`config.mk`:
```
export PLATFORM = sky130hd
export DESIGN_NAME = ultrasonic_echo_ranger_unit
export DESIGN_NICKNAME = d
export VERILOG_FILES = /design/src/rtl/uer_pkg.sv /design/src/rtl/uer_div.sv /design/src/rtl/uer_datapath.sv /design/src/rtl/uer_ctrl.sv /design/src/rtl/ultrasonic_echo_ranger_unit.sv
export SDC_FILE = /design/constraint.sdc
export NUM_CORES = 1
export LEC_CHECK = 0
export BUFFER_PORTS_ARGS = -buffer_cell sky130_fd_sc_hd__buf_2
export CAP_MARGIN = 15
export CORE_ASPECT_RATIO = 2
export CORE_UTILIZATION = 43
export CTS_BUF_LIST = sky130_fd_sc_hd__clkbuf_8 sky130_fd_sc_hd__clkbuf_16
export DETAILED_ROUTE_END_ITERATION = 7
export GPL_TIMING_DRIVEN = 0
export PLACE_DENSITY = 0.58
export RECOVER_POWER = 100
export REMOVE_ABC_BUFFERS = 1
export SYNTH_ARGS = -nofsm -noshare
export SYNTH_HDL_FRONTEND = slang
export SYNTH_SLANG_ARGS = --single-unit
```
`constraint.sdc`:
```
create_clock -name clock -period 14.6 [get_ports clock]
set_input_delay 1.46 -clock clock [delete_from_list [all_inputs] [get_ports clock]]
set_output_delay 1.46 -clock clock [all_outputs]
set_load 0.01 [all_outputs]
```
`src/rtl/uer_pkg.sv`:
```
// Shared constants, types and command/status bundles for the echo ranger.
`default_nettype none
package uer_pkg;

   // Tick timing and counter sizing
   localparam int unsigned TICK_HZ    = 1000000;
   localparam int unsigned TRIG_TICKS = 10;
   localparam int unsigned COUNT_BITS = 16;

   localparam int unsigned TICK_DIV = TICK_HZ / 1000;
   localparam int unsigned TRIG_W   = $clog2(TRIG_TICKS + 1);
   localparam int unsigned CNT_W    = (COUNT_BITS > TRIG_W) ? COUNT_BITS : TRIG_W;

   localparam logic [CNT_W-1:0] CNT_MAX = CNT_W'((64'd1 << COUNT_BITS) - 64'd1);

   // Result field widths
   localparam int unsigned US_W = 16;
   localparam int unsigned CM_W = 11;

   // Serial divider sizing: us*100 as dividend, speed of sound as divisor
   localparam int unsigned DIV_W  = US_W + 7;
   localparam int unsigned DVS_W  = 12;
   localparam int unsigned DCNT_W = $clog2(DIV_W + 1);

   // Count to microseconds: n/TICK_DIV as (n*US_RECIP)>>US_SHIFT with
   // n = count*1000, exact for n below 2^UN_W
   localparam int unsigned UN_W       = COUNT_BITS + 10;
   localparam int unsigned US_SHIFT   = UN_W + $clog2(TICK_DIV);
   localparam logic [63:0] US_RECIP_V =
      ((64'd1 << US_SHIFT) + 64'(TICK_DIV) - 64'd1) / 64'(TICK_DIV);
   localparam int unsigned US_RECIP_W = $clog2(US_RECIP_V + 64'd1);
   localparam logic [US_RECIP_W-1:0] US_RECIP = US_RECIP_W'(US_RECIP_V);
   localparam int unsigned US_PROD_W  = UN_W + US_RECIP_W;
   localparam int unsigned UQ_W       =
      ((US_PROD_W - US_SHIFT) > (US_W + 1)) ? (US_PROD_W - US_SHIFT) : (US_W + 1);

   // Speed of sound in dm/s: a = 3313 + 6*t, spd = a - (a/100)*15
   localparam int unsigned TEMP_W      = 7;
   localparam logic [TEMP_W-1:0] TEMP_RESET = 7'd22;
   localparam int unsigned SPD_W       = 12;
   localparam logic [SPD_W-1:0] SPD_BASE = 12'd3313;
   // a/100 as (a*1311)>>17, exact for a below 4096
   localparam int unsigned RECIP_W     = 11;
   localparam logic [RECIP_W-1:0] RECIP_100 = 11'd1311;
   localparam int unsigned RECIP_SHIFT = 17;
   localparam int unsigned PROD_W      = SPD_W + RECIP_W;
   localparam int unsigned QUO100_W    = PROD_W - RECIP_SHIFT;

   // Register port
   localparam int unsigned ADDR_W = 3;
   localparam int unsigned DATA_W = 32;
   localparam logic REG_TEMPERATURE = 1'b0;   // word index of temperature_c

   typedef enum logic [3:0] {
      PH_IDLE = 4'b0001,
      PH_TRIG = 4'b0010,
      PH_WAIT = 4'b0100,
      PH_MEAS = 4'b1000
   } phase_type;

   typedef enum logic [3:0] {
      ST_TICK   = 4'b0001,
      ST_DIV_US = 4'b0010,
      ST_DIV_CM = 4'b0100,
      ST_EMIT   = 4'b1000
   } ctrl_state_type;

   typedef enum logic [2:0] {
      CNT_HOLD  = 3'd0,
      CNT_CLEAR = 3'd1,
      CNT_ONE   = 3'd2,
      CNT_INC   = 3'd3,
      CNT_WRAP  = 3'd4
   } cnt_op_type;

   typedef struct packed {
      cnt_op_type cnt_op;
      logic       capture;
      logic       res_trig;
      logic       res_busy;
      logic       res_done;
      logic       res_noecho;
      logic       div_us_start;
      logic       latch_us;
      logic       div_cm_start;
      logic       latch_cm;
      logic       emit;
   } cmd_type;

   typedef struct packed {
      logic trig_reached;
      logic wrap_at_max;
      logic us_ready;
      logic div_done;
   } status_type;

endpackage
`default_nettype wire

```
`src/rtl/uer_div.sv`:
```
// Restoring serial divider, one quotient bit per clock.
`default_nettype none
module uer_div (
   input  wire logic                      clock,
   input  wire logic                      reset,
   input  wire logic                      start,
   input  wire logic [uer_pkg::DIV_W-1:0] dividend,
   input  wire logic [uer_pkg::DVS_W-1:0] divisor,
   output logic      [uer_pkg::DIV_W-1:0] quotient,
   output logic                           done
);
   import uer_pkg::*;

   logic [DIV_W-1:0]  quo_ff, quo_in;
   logic [DVS_W-1:0]  rem_ff, rem_in;
   logic [DVS_W-1:0]  dvs_ff, dvs_in;
   logic [DCNT_W-1:0] cnt_ff, cnt_in;
   logic              busy_ff, busy_in;
   logic              done_ff, done_in;

   logic [DVS_W:0]    shifted;
   logic [DVS_W+1:0]  diff;

   always_comb begin
      shifted = {rem_ff, quo_ff[DIV_W-1]};
      diff    = {1'b0, shifted} - {2'b00, dvs_ff};
      quo_in  = quo_ff;
      rem_in  = rem_ff;
      dvs_in  = dvs_ff;
      cnt_in  = cnt_ff;
      busy_in = busy_ff;
      done_in = 1'b0;
      if (start) begin
         quo_in  = dividend;
         rem_in  = '0;
         dvs_in  = divisor;
         cnt_in  = DCNT_W'(DIV_W);
         busy_in = 1'b1;
      end else if (busy_ff) begin
         if (diff[DVS_W+1]) begin
            rem_in = shifted[DVS_W-1:0];
            quo_in = {quo_ff[DIV_W-2:0], 1'b0};
         end else begin
            rem_in = diff[DVS_W-1:0];
            quo_in = {quo_ff[DIV_W-2:0], 1'b1};
         end
         cnt_in = cnt_ff - 1'b1;
         if (cnt_ff == DCNT_W'(1)) begin
            busy_in = 1'b0;
            done_in = 1'b1;
         end
      end
   end

   always_ff @(posedge clock) begin
      quo_ff <= quo_in;
      rem_ff <= rem_in;
      dvs_ff <= dvs_in;
      cnt_ff <= cnt_in;
      if (reset) begin
         busy_ff <= 1'b0;
         done_ff <= 1'b0;
      end else begin
         busy_ff <= busy_in;
         done_ff <= done_in;
      end
   end

   assign quotient = quo_ff;
   assign done     = done_ff;

endmodule
`default_nettype wire

```
`src/rtl/uer_datapath.sv`:
```
// Tick counter, speed-of-sound pipeline, count-to-microseconds conversion, divider, result and output registers.
`default_nettype none
module uer_datapath (
   input  wire logic                       clock,
   input  wire logic                       reset,
   input  wire uer_pkg::cmd_type           cmd,
   output uer_pkg::status_type             status,
   input  wire logic [uer_pkg::TEMP_W-1:0] temperature,
   output logic                            rsp_trigger_out,
   output logic                            rsp_busy_res,
   output logic                            rsp_done_res,
   output logic                            rsp_no_echo,
   output logic      [uer_pkg::US_W-1:0]   rsp_echo_us,
   output logic      [uer_pkg::CM_W-1:0]   rsp_distance_cm
);
   import uer_pkg::*;

   // Tick counter
   logic [CNT_W-1:0] cnt_ff, cnt_in;
   logic [CNT_W:0]   cnt_inc;
   logic [CNT_W-1:0] cnt_wrap;

   assign cnt_inc  = {1'b0, cnt_ff} + 1'b1;
   assign cnt_wrap = cnt_inc[CNT_W-1:0] & CNT_MAX;

   always_comb begin
      case (cmd.cnt_op)
         CNT_HOLD:  cnt_in = cnt_ff;
         CNT_CLEAR: cnt_in = '0;
         CNT_ONE:   cnt_in = CNT_W'(1);
         CNT_INC:   cnt_in = cnt_inc[CNT_W-1:0];
         CNT_WRAP:  cnt_in = cnt_wrap;
         default:   cnt_in = '0;
      endcase
   end

   // Speed of sound, two registered steps from the temperature register
   logic [SPD_W-1:0]    a_ff, a_in;
   logic [SPD_W-1:0]    spd_ff, spd_in;
   logic [PROD_W-1:0]   a_prod;
   logic [QUO100_W-1:0] a_hund;
   logic [SPD_W-1:0]    a_hund15;

   always_comb begin
      a_in     = SPD_BASE + SPD_W'({temperature, 2'b00}) + SPD_W'({temperature, 1'b0});
      a_prod   = PROD_W'(a_ff) * PROD_W'(RECIP_100);
      a_hund   = a_prod[PROD_W-1:RECIP_SHIFT];
      a_hund15 = SPD_W'({a_hund, 4'b0000}) - SPD_W'(a_hund);
      spd_in   = a_ff - a_hund15;
   end

   // Count to microseconds: count*1000 registered, then reciprocal multiply
   logic [UN_W-1:0]      cnt_ext;
   logic [UN_W-1:0]      us_num_ff, us_num_in;
   logic [US_PROD_W-1:0] us_prod;
   logic [UQ_W-1:0]      us_quo_ff, us_quo_in;
   logic [1:0]           us_pipe_ff, us_pipe_in;
   logic [US_W-1:0]      us_sat;

   always_comb begin
      cnt_ext = UN_W'(cnt_wrap[COUNT_BITS-1:0]);
      if (cmd.div_us_start) begin
         us_num_in = (cnt_ext << 10) - (cnt_ext << 4) - (cnt_ext << 3);
      end else begin
         us_num_in = us_num_ff;
      end
      us_prod    = US_PROD_W'(us_num_ff) * US_PROD_W'(US_RECIP);
      us_quo_in  = UQ_W'(us_prod >> US_SHIFT);
      us_pipe_in = {us_pipe_ff[0], cmd.div_us_start};
      us_sat     = (|us_quo_ff[UQ_W-1:US_W]) ? {US_W{1'b1}} : us_quo_ff[US_W-1:0];
   end

   // Divider feed: us*100 / speed
   logic [DIV_W-1:0] div_quo;
   logic             div_done;
   logic [DIV_W-1:0] div_dividend;
   logic [DIV_W-1:0] us_ext;

   always_comb begin
      us_ext       = DIV_W'(us_sat);
      div_dividend = (us_ext << 6) + (us_ext << 5) + (us_ext << 2);
   end

   uer_div u_div (
      .clock    (clock),
      .reset    (reset),
      .start    (cmd.div_cm_start),
      .dividend (div_dividend),
      .divisor  (DVS_W'(spd_ff)),
      .quotient (div_quo),
      .done     (div_done)
   );

   // Per-tick result and held measurement
   logic            res_trig_ff, res_trig_in;
   logic            res_busy_ff, res_busy_in;
   logic            res_done_ff, res_done_in;
   logic            res_noecho_ff, res_noecho_in;
   logic [US_W-1:0] last_us_ff, last_us_in;
   logic [CM_W-1:0] last_cm_ff, last_cm_in;

   always_comb begin
      res_trig_in   = res_trig_ff;
      res_busy_in   = res_busy_ff;
      res_done_in   = res_done_ff;
      res_noecho_in = res_noecho_ff;
      last_us_in    = last_us_ff;
      last_cm_in    = last_cm_ff;
      if (cmd.capture) begin
         res_trig_in   = cmd.res_trig;
         res_busy_in   = cmd.res_busy;
         res_done_in   = cmd.res_done;
         res_noecho_in = cmd.res_noecho;
         if (cmd.res_noecho) begin
            last_us_in = '0;
            last_cm_in = '0;
         end
      end
      if (cmd.latch_us) begin
         last_us_in = us_sat;
      end
      if (cmd.latch_cm) begin
         // halve and keep 11 bits
         last_cm_in = div_quo[CM_W:1];
      end
   end

   // Output register
   logic            out_trig_ff, out_trig_in;
   logic            out_busy_ff, out_busy_in;
   logic            out_done_ff, out_done_in;
   logic            out_noecho_ff, out_noecho_in;
   logic [US_W-1:0] out_us_ff, out_us_in;
   logic [CM_W-1:0] out_cm_ff, out_cm_in;

   always_comb begin
      out_trig_in   = out_trig_ff;
      out_busy_in   = out_busy_ff;
      out_done_in   = out_done_ff;
      out_noecho_in = out_noecho_ff;
      out_us_in     = out_us_ff;
      out_cm_in     = out_cm_ff;
      if (cmd.emit) begin
         out_trig_in   = res_trig_ff;
         out_busy_in   = res_busy_ff;
         out_done_in   = res_done_ff;
         out_noecho_in = res_noecho_ff;
         out_us_in     = last_us_ff;
         out_cm_in     = last_cm_ff;
      end
   end

   always_ff @(posedge clock) begin
      a_ff          <= a_in;
      spd_ff        <= spd_in;
      us_num_ff     <= us_num_in;
      us_quo_ff     <= us_quo_in;
      res_trig_ff   <= res_trig_in;
      res_busy_ff   <= res_busy_in;
      res_done_ff   <= res_done_in;
      res_noecho_ff <= res_noecho_in;
      out_trig_ff   <= out_trig_in;
      out_busy_ff   <= out_busy_in;
      out_done_ff   <= out_done_in;
      out_noecho_ff <= out_noecho_in;
      out_us_ff     <= out_us_in;
      out_cm_ff     <= out_cm_in;
      if (reset) begin
         cnt_ff     <= '0;
         us_pipe_ff <= '0;
         last_us_ff <= '0;
         last_cm_ff <= '0;
      end else begin
         cnt_ff     <= cnt_in;
         us_pipe_ff <= us_pipe_in;
         last_us_ff <= last_us_in;
         last_cm_ff <= last_cm_in;
      end
   end

   assign status.trig_reached = (cnt_inc >= (CNT_W + 1)'(TRIG_TICKS));
   assign status.wrap_at_max  = (cnt_wrap == CNT_MAX);
   assign status.us_ready     = us_pipe_ff[1];
   assign status.div_done     = div_done;

   assign rsp_trigger_out = out_trig_ff;
   assign rsp_busy_res    = out_busy_ff;
   assign rsp_done_res    = out_done_ff;
   assign rsp_no_echo     = out_noecho_ff;
   assign rsp_echo_us     = out_us_ff;
   assign rsp_distance_cm = out_cm_ff;

endmodule
`default_nettype wire

```
`src/rtl/uer_ctrl.sv`:
```
// Ranging phase and sequencing controller.
`default_nettype none
module uer_ctrl (
   input  wire logic                clock,
   input  wire logic                reset,
   input  wire logic                req_valid,
   input  wire logic                req_start_req,
   input  wire logic                req_echo_level,
   output logic                     req_stall,
   output logic                     rsp_valid,
   input  wire logic                rsp_stall,
   input  wire uer_pkg::status_type status,
   output uer_pkg::cmd_type         cmd
);
   import uer_pkg::*;

   ctrl_state_type state_ff, state_in;
   phase_type      phase_ff, phase_in;
   logic           rsp_valid_ff, rsp_valid_in;
   logic           accept;
   logic           finish;

   assign req_stall = (state_ff != ST_TICK);
   assign accept    = req_valid & ~req_stall;

   always_comb begin
      cmd          = '{cnt_op: CNT_HOLD, default: 1'b0};
      state_in     = state_ff;
      phase_in     = phase_ff;
      finish       = 1'b0;
      rsp_valid_in = rsp_valid_ff & rsp_stall;

      case (state_ff)
         ST_TICK: begin
            if (accept) begin
               case (phase_ff)
                  PH_IDLE: begin
                     if (req_start_req) begin
                        cmd.res_trig = 1'b1;
                        if (TRIG_TICKS <= 1) begin
                           phase_in   = PH_WAIT;
                           cmd.cnt_op = CNT_CLEAR;
                        end else begin
                           phase_in   = PH_TRIG;
                           cmd.cnt_op = CNT_ONE;
                        end
                     end
                  end
                  PH_TRIG: begin
                     cmd.res_trig = 1'b1;
                     if (status.trig_reached) begin
                        phase_in   = PH_WAIT;
                        cmd.cnt_op = CNT_CLEAR;
                     end else begin
                        cmd.cnt_op = CNT_INC;
                     end
                  end
                  PH_WAIT: begin
                     if (req_echo_level) begin
                        phase_in   = PH_MEAS;
                        cmd.cnt_op = CNT_CLEAR;
                     end else if (status.wrap_at_max) begin
                        cmd.res_done   = 1'b1;
                        cmd.res_noecho = 1'b1;
                        phase_in       = PH_IDLE;
                        cmd.cnt_op     = CNT_CLEAR;
                     end else begin
                        cmd.cnt_op = CNT_WRAP;
                     end
                  end
                  PH_MEAS: begin
                     // falling edge wins over overflow
                     if (!req_echo_level) begin
                        cmd.res_done     = 1'b1;
                        cmd.div_us_start = 1'b1;
                        finish           = 1'b1;
                        phase_in         = PH_IDLE;
                        cmd.cnt_op       = CNT_CLEAR;
                     end else if (status.wrap_at_max) begin
                        cmd.res_done   = 1'b1;
                        cmd.res_noecho = 1'b1;
                        phase_in       = PH_IDLE;
                        cmd.cnt_op     = CNT_CLEAR;
                     end else begin
                        cmd.cnt_op = CNT_WRAP;
                     end
                  end
                  default: begin
                     phase_in   = PH_IDLE;
                     cmd.cnt_op = CNT_CLEAR;
                  end
               endcase
               cmd.res_busy = (phase_in != PH_IDLE);
               cmd.capture  = 1'b1;
               state_in     = finish ? ST_DIV_US : ST_EMIT;
            end
         end
         ST_DIV_US: begin
            if (status.us_ready) begin
               cmd.latch_us     = 1'b1;
               cmd.div_cm_start = 1'b1;
               state_in         = ST_DIV_CM;
            end
         end
         ST_DIV_CM: begin
            if (status.div_done) begin
               cmd.latch_cm = 1'b1;
               state_in     = ST_EMIT;
            end
         end
         ST_EMIT: begin
            if (!rsp_valid_ff || !rsp_stall) begin
               cmd.emit     = 1'b1;
               rsp_valid_in = 1'b1;
               state_in     = ST_TICK;
            end
         end
         default: begin
            state_in = ST_TICK;
         end
      endcase
   end

   always_ff @(posedge clock) begin
      if (reset) begin
         state_ff     <= ST_TICK;
         phase_ff     <= PH_IDLE;
         rsp_valid_ff <= 1'b0;
      end else begin
         state_ff     <= state_in;
         phase_ff     <= phase_in;
         rsp_valid_ff <= rsp_valid_in;
      end
   end

   assign rsp_valid = rsp_valid_ff;

endmodule
`default_nettype wire

```
`src/rtl/ultrasonic_echo_ranger_unit.sv`:
```
// Top level of the ultrasonic echo ranger: register port, controller and datapath.
`default_nettype none
// Each req item is one timer tick carrying a start request and the sampled
// echo pin level; every item gives exactly one rsp item with the trigger
// level, busy/done/no-echo flags and the last measured pulse length (us) and
// one-way distance (cm). A start from idle raises the trigger for TRIG_TICKS
// ticks, the echo rising edge clears the tick counter and the falling edge
// captures it; a counter reaching 2^COUNT_BITS-1 first ends the measurement
// with no_echo and zero results. An ordinary tick is accepted, and its result
// is then loaded into the output register. The tick that ends a measurement
// on the echo falling edge turns the count into microseconds with a
// registered reciprocal multiply, then runs us*100/speed through a restoring
// divider at one quotient bit per cycle. The speed of sound is derived from
// temperature_c (register 0, byte address 0, reset 22 C) in a short pipeline,
// so the register may be written whenever the block is idle. The result sits
// in an output register; the next tick is taken while a result is still
// waiting, and only the hand-over of a new result waits on rsp_stall.
module ultrasonic_echo_ranger_unit (
   input  wire logic                        clock,
   input  wire logic                        reset,
   // tick items
   input  wire logic                        req_valid,
   output logic                             req_stall,
   input  wire logic                        req_start_req,
   input  wire logic                        req_echo_level,
   // result items
   output logic                             rsp_valid,
   input  wire logic                        rsp_stall,
   output logic                             rsp_trigger_out,
   output logic                             rsp_busy_res,
   output logic                             rsp_done_res,
   output logic                             rsp_no_echo,
   output logic      [uer_pkg::US_W-1:0]    rsp_echo_us,
   output logic      [uer_pkg::CM_W-1:0]    rsp_distance_cm,
   // register port
   input  wire logic                        psel,
   input  wire logic                        penable,
   input  wire logic                        pwrite,
   input  wire logic [uer_pkg::ADDR_W-1:0]  paddr,
   input  wire logic [uer_pkg::DATA_W-1:0]  pwdata,
   output logic      [uer_pkg::DATA_W-1:0]  prdata,
   output logic                             pready
);
   import uer_pkg::*;

   // temperature_c register; word index taken from the top address bit
   logic [TEMP_W-1:0] temp_ff, temp_in;
   logic              temp_sel;
   logic              temp_wr;

   assign pready   = 1'b1;
   assign temp_sel = (paddr[ADDR_W-1] == REG_TEMPERATURE);
   assign temp_wr  = psel & penable & pwrite & pready & temp_sel;
   assign temp_in  = temp_wr ? pwdata[TEMP_W-1:0] : temp_ff;
   assign prdata   = temp_sel ? DATA_W'(temp_ff) : '0;

   always_ff @(posedge clock) begin
      if (reset) begin
         temp_ff <= TEMP_RESET;
      end else begin
         temp_ff <= temp_in;
      end
   end

   cmd_type    cmd;
   status_type status;

   uer_ctrl u_ctrl (
      .clock          (clock),
      .reset          (reset),
      .req_valid      (req_valid),
      .req_start_req  (req_start_req),
      .req_echo_level (req_echo_level),
      .req_stall      (req_stall),
      .rsp_valid      (rsp_valid),
      .rsp_stall      (rsp_stall),
      .status         (status),
      .cmd            (cmd)
   );

   uer_datapath u_datapath (
      .clock           (clock),
      .reset           (reset),
      .cmd             (cmd),
      .status          (status),
      .temperature     (temp_ff),
      .rsp_trigger_out (rsp_trigger_out),
      .rsp_busy_res    (rsp_busy_res),
      .rsp_done_res    (rsp_done_res),
      .rsp_no_echo     (rsp_no_echo),
      .rsp_echo_us     (rsp_echo_us),
      .rsp_distance_cm (rsp_distance_cm)
   );

endmodule
`default_nettype wire
```
# == Word-level counts from Yosys, hierarchy flattened ==
# Index checks and enable logic that the tools add are counted.
# word_totals
wordCells,142
output_inout_bits,66
register_bits,217
inputBits,44
# classes
n_mux,58
bitwise,8
order_cmp,1
reduce_logical,15
eq_ne,19
add_sub_neg,11
mul,2
# op_table
op,count
$mux W16,4
$mul A26 B27 Y53 const B,1
$mux W4,12
$pmux W16 S3,1
$mux W23,2
$mux W11,3
$pmux W4 S4,2
$sub A26 B19 Y26,1
$sub A26 B20 Y26,1
$add A22 B21 Y23,1
$add A23 B18 Y23,1
$mul A12 B11 Y23 const B,1
$mux W1,18
$mux W9,2
$add A16 B1 Y17 const B,1
$ge A17 B4 Y1 const B,1
$eq A16 B16 Y1 const B,1
$sub A13 B12 Y14,1
$add A11 B10 Y12 const A,1
$add A12 B8 Y12,1
$mux W12,1
$mux W2,6
$pmux W3 S4,1
$sub A12 B12 Y12,1
other kinds (25),49

# == Longest topological paths before layout ==
# Gate-level depths: netlist of the first run.
# depth
depth_word,13
depth_mapped,31
ltp_nobuf,30

# == Hierarchy ==
# A second synthesis of the first run with hierarchy kept.
# hier_totals
hier_cells,2326
area_unflattened_um2,23117.2
# by_module_without_submodules
mod,cells_per_inst,area_per_inst_um2,seq_area_each_um2,instances
uer_datapath,1928,19102.1,3403.3,1
uer_div,240,2755.1,1431.4,1
uer_ctrl,92,688.2,180.2,1
ultrasonic_echo_ranger_unit,66,571.8,140.1,1

# == Least setup slack after synthesis of the first run ==
# OpenSTA, ideal clock, no wires.
# synth_path
path_kind,register to register
from,register u_datapath.a_ff[5]
to,register u_datapath.spd_ff[9]
period_less_slack_ps,6415
n_path_buf,1
setup_time_ps,122
setup_slack_ps,8185
path_stages_with_launch,30
t_required_ps,14478
t_arrival_ps,6293
path_cell_list,dfxtp_1 > inv_1 > fa_1 > inv_1 > ha_1 > ha_1 > inv_1 > fa_1 > fa_1 > inv_1 > ha_1 > a21oi_1 > a21oi_1 > a211o_1 > a221o_1 > xor2_1 > buf_4 > inv_1 > ha_1 > xnor2_1 > ha_1 > o21a_1 > o21a_1 > o21ai_0 > a21boi_0 > o21ai_0 > a21boi_0 > o21ai_0 > nor3b_1 > nor2_1
# synth_between
elab_chain_cells,3
# synth_rtl
element,line_no,text
start: declaration,uer_datapath.sv:38,"logic [SPD_W-1:0] a_ff, a_in;"
start signal: assignment,uer_datapath.sv:154,a_ff <= a_in;
$mul A12 B11 Y23,uer_datapath.sv:46,a_prod = PROD_W'(a_ff) * PROD_W'(RECIP_100);
$sub A10 B6 Y11,uer_datapath.sv:48,"a_hund15 = SPD_W'({a_hund, 4'b0000}) - SPD_W'(a_hund);"
$sub A12 B12 Y12 (*),uer_datapath.sv:49,spd_in = a_ff - a_hund15;
via u_datapath.spd_in[9],uer_datapath.sv:39,"logic [SPD_W-1:0] spd_ff, spd_in;"
end signal: assignment,uer_datapath.sv:155,spd_ff <= spd_in;
end: declaration,uer_datapath.sv:39,
# Mark *: on every way through the listed nets, which the timed path passes. The rest lies on a longest branch.
# A chain may end at the register's enable or synchronous reset.

# == Worst setup path after layout of the first run ==
# layout_path
from,register u_datapath.us_num_ff[15]
to,register u_datapath.us_quo_ff[16]
# layout_between
elab_chain_cells,1
# layout_rtl
element,line_no,text
start: declaration,uer_datapath.sv:54,"logic [UN_W-1:0] us_num_ff, us_num_in;"
start signal: assignment,uer_datapath.sv:156,us_num_ff <= us_num_in;
$mul A26 B27 Y53,uer_datapath.sv:67,us_prod = US_PROD_W'(us_num_ff) * US_PROD_W'(US_RECIP);
via u_datapath.us_prod[52],uer_datapath.sv:55,logic [US_PROD_W-1:0] us_prod;
end signal: assignment,uer_datapath.sv:157,us_quo_ff <= us_quo_in;
end: declaration,uer_datapath.sv:56,"logic [UQ_W-1:0] us_quo_ff, us_quo_in;"
# The timed path passes the listed nets, and every way through them passes these cells.

==> run_results.csv, run 1 <==
group,metric,value,unit
die,coreArea,52700,sq um
cts,clock-root-buffer,"clkbuf_16",
finish,final_common_cell,"inv_1",
sta,worst_pin_slew,2450,ps
routing,firstDrtPassIters,7,
finish,layout-drive-gt1-share,4.52,%
finish,seq_area,5150,sq um
critical_path,required,15060,ps
hold_path,holdPathStages,0,
critical_path,arrival,8570,ps
die,ios,110,
critical_path,critPathCaptureType,"register",
routing,vias,15900,
sta,period_share,55.5,%
sta,grt_setup_unrepaired,"no",
finish,area_growth,6.62,%
routing,routed_via_density,5.25,
finish,antenna_cells,0,
synth,yosysUniqueCellTypes,91,
finish,fillers,5110,
synth,synth_warnings,0,
die,die_h,329,um
synth,synth-seq-area-share,22.4,%
power_and_ir_drop,total_power,3.30,mW
sta,whs,400,ps
global_routing,grt_max_degree,54,
global_routing,antenna_found_initial,0,
synth,syn_inst,2304,
die,die_w,166,um
cts,clkLatencyLatePin,570,ps
cts,htreeDepth,1,
critical_path,crit_family,"adder cells",
critical_path,reg2reg_from,"u_datapath.us_num_ff[15]$_DFFE_PP_",
critical_path,startpoint_type,"register",
global_routing,overflow,0,
die,row_count,119,
cts,cts_resized,0,
placement,place_area,23900,sq um
routing,drtAntennaViolNets,0,
critical_path,cpMostUsedCell,"fa_1",
sta,tns,0,ps
placement,place_hpwl,45.4,mm
synth,syn_area,23000,sq um
cts,ctsHoldBuffers,0,
synth,synth_edf_count,93,
critical_path,reg2regPathDepth,20,
power_and_ir_drop,power_leakage,12.1,nW
global_routing,grt_pass1_vias,17000,
hold_path,holdPathEnd,"u_datapath.u_div.dvs_ff[9]$_DFFE_PP_",
cts,clock_path_buffers,3,
finish,final_cell_mix,"inv_1, ha_1, fa_1",
cts,postCtsSetupRepairBufs,0,
global_routing,grt_pass1_wl,85.7,mm
job,maxCapViolCount,3,
synth,async_reset_ff_share,0,%
placement,dpl_worst_slack,6720,ps
power_and_ir_drop,power_density,135,nW/um^2
critical_path,r2r_slack,6500,ps
finish,multi_input_area,15800,sq um
routing,drt_iter0_drc,640,
sta,fmax,0.123,GHz
sta,finClkSkew,28.6,ps
cts,clock_sinks,211,
finish,design_area,24500,sq um
outcome,status,"finished with violations",
routing,drt_wl_total,53.1,mm
sta,fin_ws,6500,ps
cts,cts_buffers,23,
outcome,violations,"design-rule violations, max-capacitance violations, max-slew violations",
cts,cts_tree,"built",
cts,clkTransAtPathRegs,70,ps
critical_path,r2r-end,"u_datapath.us_quo_ff[16]$_DFF_P_",
power_and_ir_drop,irDropWorstVdd,0.167,mV
critical_path,critical_path_class,"register to register",
die,die_area,54500,sq um
hold_path,hold_path.class,"register to register",
critical_path,critical-path-max-stage-delay,800,ps
hold_path,hp-start,"u_datapath.spd_ff[9]$_DFF_P_",
critical_path,crit_slowest_cell,"o31ai_1",
critical_path,crit_buf_inv,4,
finish,fin_nets,3065,
sta,hold_violations,0,
placement,place_congestion,0.909,
synth,synth_flop_cell,"dfxtp_1",
synth,synth-seq-cells,211,
routing,drc,14,
global_routing,grt_util_all_layers,20.3,%
sta,layout_min_cycle_time,8100,ps
sta,slew_viol_final,125,
critical_path,crit_chain,"inv_1, ha_1, inv_1, fa_1, inv_1, fa_1, fa_1, fa_1, inv_1, fa_1, fa_1, ha_1, or4_1, a21oi_1, o21ai_0, o31ai_1, o21ai_0, a221oi_1, a21oi_2, a21o_1",
critical_path,cp_max_fo,7,
routing,wl_per_cell,17.5,um
synth,avgSynthCellArea,9.98,sq um
sta,max_slew_margin,-63.6,%
placement,io_buffers,56,
sta,setup_viol,0,
die,start_util,43.6,%
-- metal layers --
layer | up-vias | part of all wire (%) | routed length, um | track usage, %
li1 | 7709 | - | - | -
met1 | 7818 | 33 | 17700 | 19.0
met2 | 270 | 59 | 31100 | 41.6
met3 | 129 | 2.4 | 1250 | 1.69
met4 | 0 | 5.7 | 3030 | 11.0
met5 | - | 0 | 0 | 0
-- area by class of cell --
class | count | share of cell area (%)
flip-flops and latches | 211 | 21.0
clock buffers | 25 | 2.51
inverters | 443 | 6.78
repair buffers | 64 | 1.11
multi-input cells | 1606 | 64.5
well taps | 665 | 3.39
clock inverters | 17 | 0.704
-- worst register-to-register path, stage by stage (launching register included) --
cell	delay, ps
edfxtp_1	650
inv_1	320
ha_1	420
inv_1	100
fa_1	540
inv_1	50
fa_1	520
fa_1	450
fa_1	550
inv_1	60
fa_1	520
fa_1	560
ha_1	250
or4_1	470
a21oi_1	150
o21ai_0	150
o31ai_1	800
o21ai_0	460
a221oi_1	640
a21oi_2	130
a21o_1	210
-- report_power, final --
part	internal [mW]	total [mW]	switching, mW
sequential	0.678	0.697	0.0194
clock	0.333	0.610	0.277
combinational	0.880	1.99	1.11
-- flip-flops by register name, summed over array words and instances (netlist names), 2 cells and up --
register / count
u_datapath.spd_ff: 12
u_datapath.u_div.quotient: 23
u_ctrl.phase_ff: 4
u_datapath.u_div.dvs_ff: 12
u_ctrl.state_ff: 4
u_datapath.cnt_ff: 16
u_datapath.a_ff: 9
u_datapath.us_num_ff: 23
u_datapath.us_quo_ff: 17
u_datapath.us_pipe_ff: 2
u_datapath.u_div.rem_ff: 12
u_datapath.last_cm_ff: 11
temp_ff: 7
u_datapath.rsp_distance_cm: 11
u_datapath.u_div.cnt_ff: 5
u_datapath.last_us_ff: 16
u_datapath.rsp_echo_us: 16
-- through the flow --
step                      util [%]  std cells
final                         46.5       3031
after global routing          46.5       3031
after CTS                     46.9       3029
after detailed placement      45.4       2987
after global placement        45.2       2981
after floorplan                  -       2260
-- synth_stat cells (30+ instances only) --
cell type | instances | area share [%]
xor2_1 | 39 | 1.5
ha_1 | 434 | 24
inv_1 | 442 | 7.2
o21ai_0 | 80 | 1.7
a21oi_1 | 89 | 1.9
dfxtp_1 | 118 | 10
buf_4 | 30 | 0.98
edfxtp_1 | 93 | 12
nand3_1 | 55 | 1.2
xnor2_1 | 51 | 1.9
fa_1 | 238 | 21
nor2_1 | 98 | 1.6
clkbuf_1 | 30 | 0.49
a21o_1 | 38 | 1.2
nand2_1 | 143 | 2.3
-- kinds of logic after synthesis --
family | Yosys count | share of synthesized area (%)
xor gates and xnor gates | 92 | 3.62
AOI/OAI and AO/OA | 363 | 10.7
DFF | 211 | 22.4
muxes | 14 | 0.615
adders and majority gates | 672 | 44.3
other | 2 | 0.0327
and+or+nand+nor | 439 | 9.35
buffers and inverters | 511 | 8.91
-- worst max path at each step --
stage | end | depth (start not counted) | startpoint | slack, ps
2_1_floorplan | u_datapath.spd_ff[9]$_DFF_P_ | 28 | u_datapath.a_ff[5]$_DFF_P_ | 7930
3_3_place_gp | u_datapath.spd_ff[9]$_DFF_P_ | 28 | u_datapath.a_ff[8]$_DFF_P_ | 6810
3_5_place_dp | u_datapath.spd_ff[9]$_DFF_P_ | 28 | u_datapath.a_ff[8]$_DFF_P_ | 6720
4_1_cts | u_datapath.spd_ff[9]$_DFF_P_ | 28 | u_datapath.a_ff[8]$_DFF_P_ | 6670
5_1_grt | u_datapath.spd_ff[11]$_DFF_P_ | 28 | u_datapath.a_ff[7]$_DFF_P_ | 6230
6_report | u_datapath.us_quo_ff[16]$_DFF_P_ | 20 | u_datapath.us_num_ff[15]$_DFFE_PP_ | 6500
Power figures use the tool's default switching activity.
==> run 2: changes to the inputs <==
Clock period 14.6 ns to 8 ns, I/O delays scaled along.
==> run 2 against run 1 <==
The flow still finishes with violations (design-rule violations, max-capacitance violations, max-slew violations). Die area is the same. Sequential power increased by 82%. Design area rose by 0.10%. Critical endpoint unchanged. Worst setup slack worse by 6300 ps. Critical path type unchanged. Clock skew grew 0.85 ps.
==> run_results.csv, run 2 (same netlist as run 1, synthesis figures left out) <==
group,metric,value,unit
critical_path,arrival,8240,ps
finish,final_cells,3031,
finish,antenna_cells,0,
power_and_ir_drop,power_density,247,nW/um^2
global_routing,overflow,0,
die,die_area,54500,sq um
routing,routed_via_density,5.25,
routing,drtAntennaViolNets,0,
cts,htreeDepth,1,
placement,place_area,23900,sq um
hold_path,holdPathStages,0,
critical_path,cp-startpoint,"u_datapath.us_num_ff[15]$_DFFE_PP_",
cts,clkLatencyLatePin,570,ps
die,die_w,166,um
sta,worst_pin_slew,2400,ps
finish,area_growth,6.73,%
routing,drc,14,
routing,vias,15900,
cts,ctsHoldBuffers,0,
sta,slew_viol_final,125,
critical_path,reg2reg_from,"u_datapath.us_num_ff[15]$_DFFE_PP_",
critical_path,crit_family,"adder cells",
hold_path,hold_path.class,"register to register",
routing,wl_per_cell,17.5,um
job,maxCapViolCount,3,
critical_path,required,8460,ps
global_routing,grt_pass1_wl,85.7,mm
finish,fin_nets,3065,
cts,clkTransAtPathRegs,70,ps
sta,period_share,97.3,%
cts,cts_resized,0,
placement,io_buffers,56,
sta,fin_ws,217,ps
finish,design_area,24500,sq um
placement,placed_cells,2987,
finish,final_common_cell,"inv_1",
critical_path,reg2regPathDepth,20,
sta,fmax,0.128,GHz
outcome,violations,"design-rule violations, max-capacitance violations, max-slew violations",
sta,tns,0,ps
finish,fin_util,46.6,%
critical_path,crit_buf_inv,4,
finish,final_cell_mix,"inv_1, ha_1, fa_1",
sta,whs,400,ps
critical_path,critical-path-max-stage-delay,880,ps
critical_path,critPathCaptureType,"register",
die,ios,110,
global_routing,grt_max_degree,54,
critical_path,endpoint,"u_datapath.us_quo_ff[16]$_DFF_P_",
power_and_ir_drop,power_leakage,12.1,nW
critical_path,r2r-end,"u_datapath.us_quo_ff[16]$_DFF_P_",
cts,cts_buffers,23,
placement,place_congestion,0.909,
power_and_ir_drop,total_power,6.06,mW
sta,layout_min_cycle_time,7780,ps
routing,drt_iter0_drc,608,
critical_path,r2r_slack,220,ps
critical_path,cp_max_fo,7,
global_routing,antenna_found_initial,0,
hold_path,hp-start,"u_datapath.spd_ff[9]$_DFF_P_",
global_routing,grt_pass1_vias,17000,
placement,dpl_worst_slack,123,ps
cts,clock_path_buffers,3,
sta,setup_viol,0,
die,coreArea,52700,sq um
critical_path,startpoint_type,"register",
critical_path,crit_chain,"inv_1, ha_1, inv_1, fa_1, inv_1, fa_1, fa_1, fa_1, inv_1, fa_1, fa_1, ha_1, or4_1, a21oi_1, o21ai_0, o31ai_1, o21ai_2, a221oi_2, a21oi_1, a21o_1",
routing,firstDrtPassIters,8,
critical_path,crit_slowest_cell,"o31ai_1",
critical_path,critical_path_class,"register to register",
sta,hold_violations,0,
sta,max_slew_margin,-60.4,%
die,row_count,119,
outcome,status,"finished with violations",
die,die_h,329,um
sta,grt_setup_unrepaired,"no",
global_routing,grt_util_all_layers,20.3,%
placement,place_hpwl,45.4,mm
cts,clock-root-buffer,"clkbuf_16",
cts,clock_sinks,211,
finish,layout-drive-gt1-share,4.61,%
cts,postCtsSetupRepairBufs,0,
critical_path,cp.depth,20,
power_and_ir_drop,irDropWorstVdd,0.305,mV
routing,drt_wl_total,53.1,mm
finish,fillers,5103,
sta,finClkSkew,29.5,ps
die,start_util,43.6,%
critical_path,cpMostUsedCell,"fa_1",
cts,cts_tree,"built",
run 2: cell counts in the layout (fill, tap and decap cells not counted):
Identical to the previous run, type by type.
run 2: per-layer routing:
| layer | track usage [%] | vias up | share of wire, % |
|---|---|---|---|
| li1 | - | 7709 | - |
| met1 | 19.0 | 7820 | 33 |
| met2 | 41.6 | 246 | 59 |
| met3 | 1.69 | 124 | 2.2 |
| met4 | 11.0 | 0 | 5.7 |
| met5 | 0 | - | 0 |
run 2: power breakdown:
part           leakage (nW)  internal, mW  total, mW  switching, mW
logic                  9.89          1.63       3.68           2.05
clock network         0.382         0.607       1.11          0.504
registers              1.81          1.24       1.27         0.0354
run 2: how the worst min path moves through the flow:
stage / end
4_1_cts: u_datapath.u_div.dvs_ff[8]$_DFFE_PP_
3_3_place_gp: u_datapath.u_div.dvs_ff[4]$_DFFE_PP_
3_5_place_dp: u_datapath.u_div.dvs_ff[8]$_DFFE_PP_
5_1_grt: u_datapath.u_div.dvs_ff[9]$_DFFE_PP_
2_1_floorplan: u_datapath.a_ff[1]$_DFF_P_
6_report: u_datapath.u_div.dvs_ff[9]$_DFFE_PP_
run 2: area by class of cell:
cell class	instances	area (sq um)	area share (%)
Sequential cell	211	5150	21.0
Multi-Input combinational cell	1606	15800	64.5
Clock inverter	17	173	0.703
Inverter	443	1660	6.77
Tap cell	665	832	3.39
Clock buffer	25	614	2.50
Timing Repair Buffer	64	273	1.11
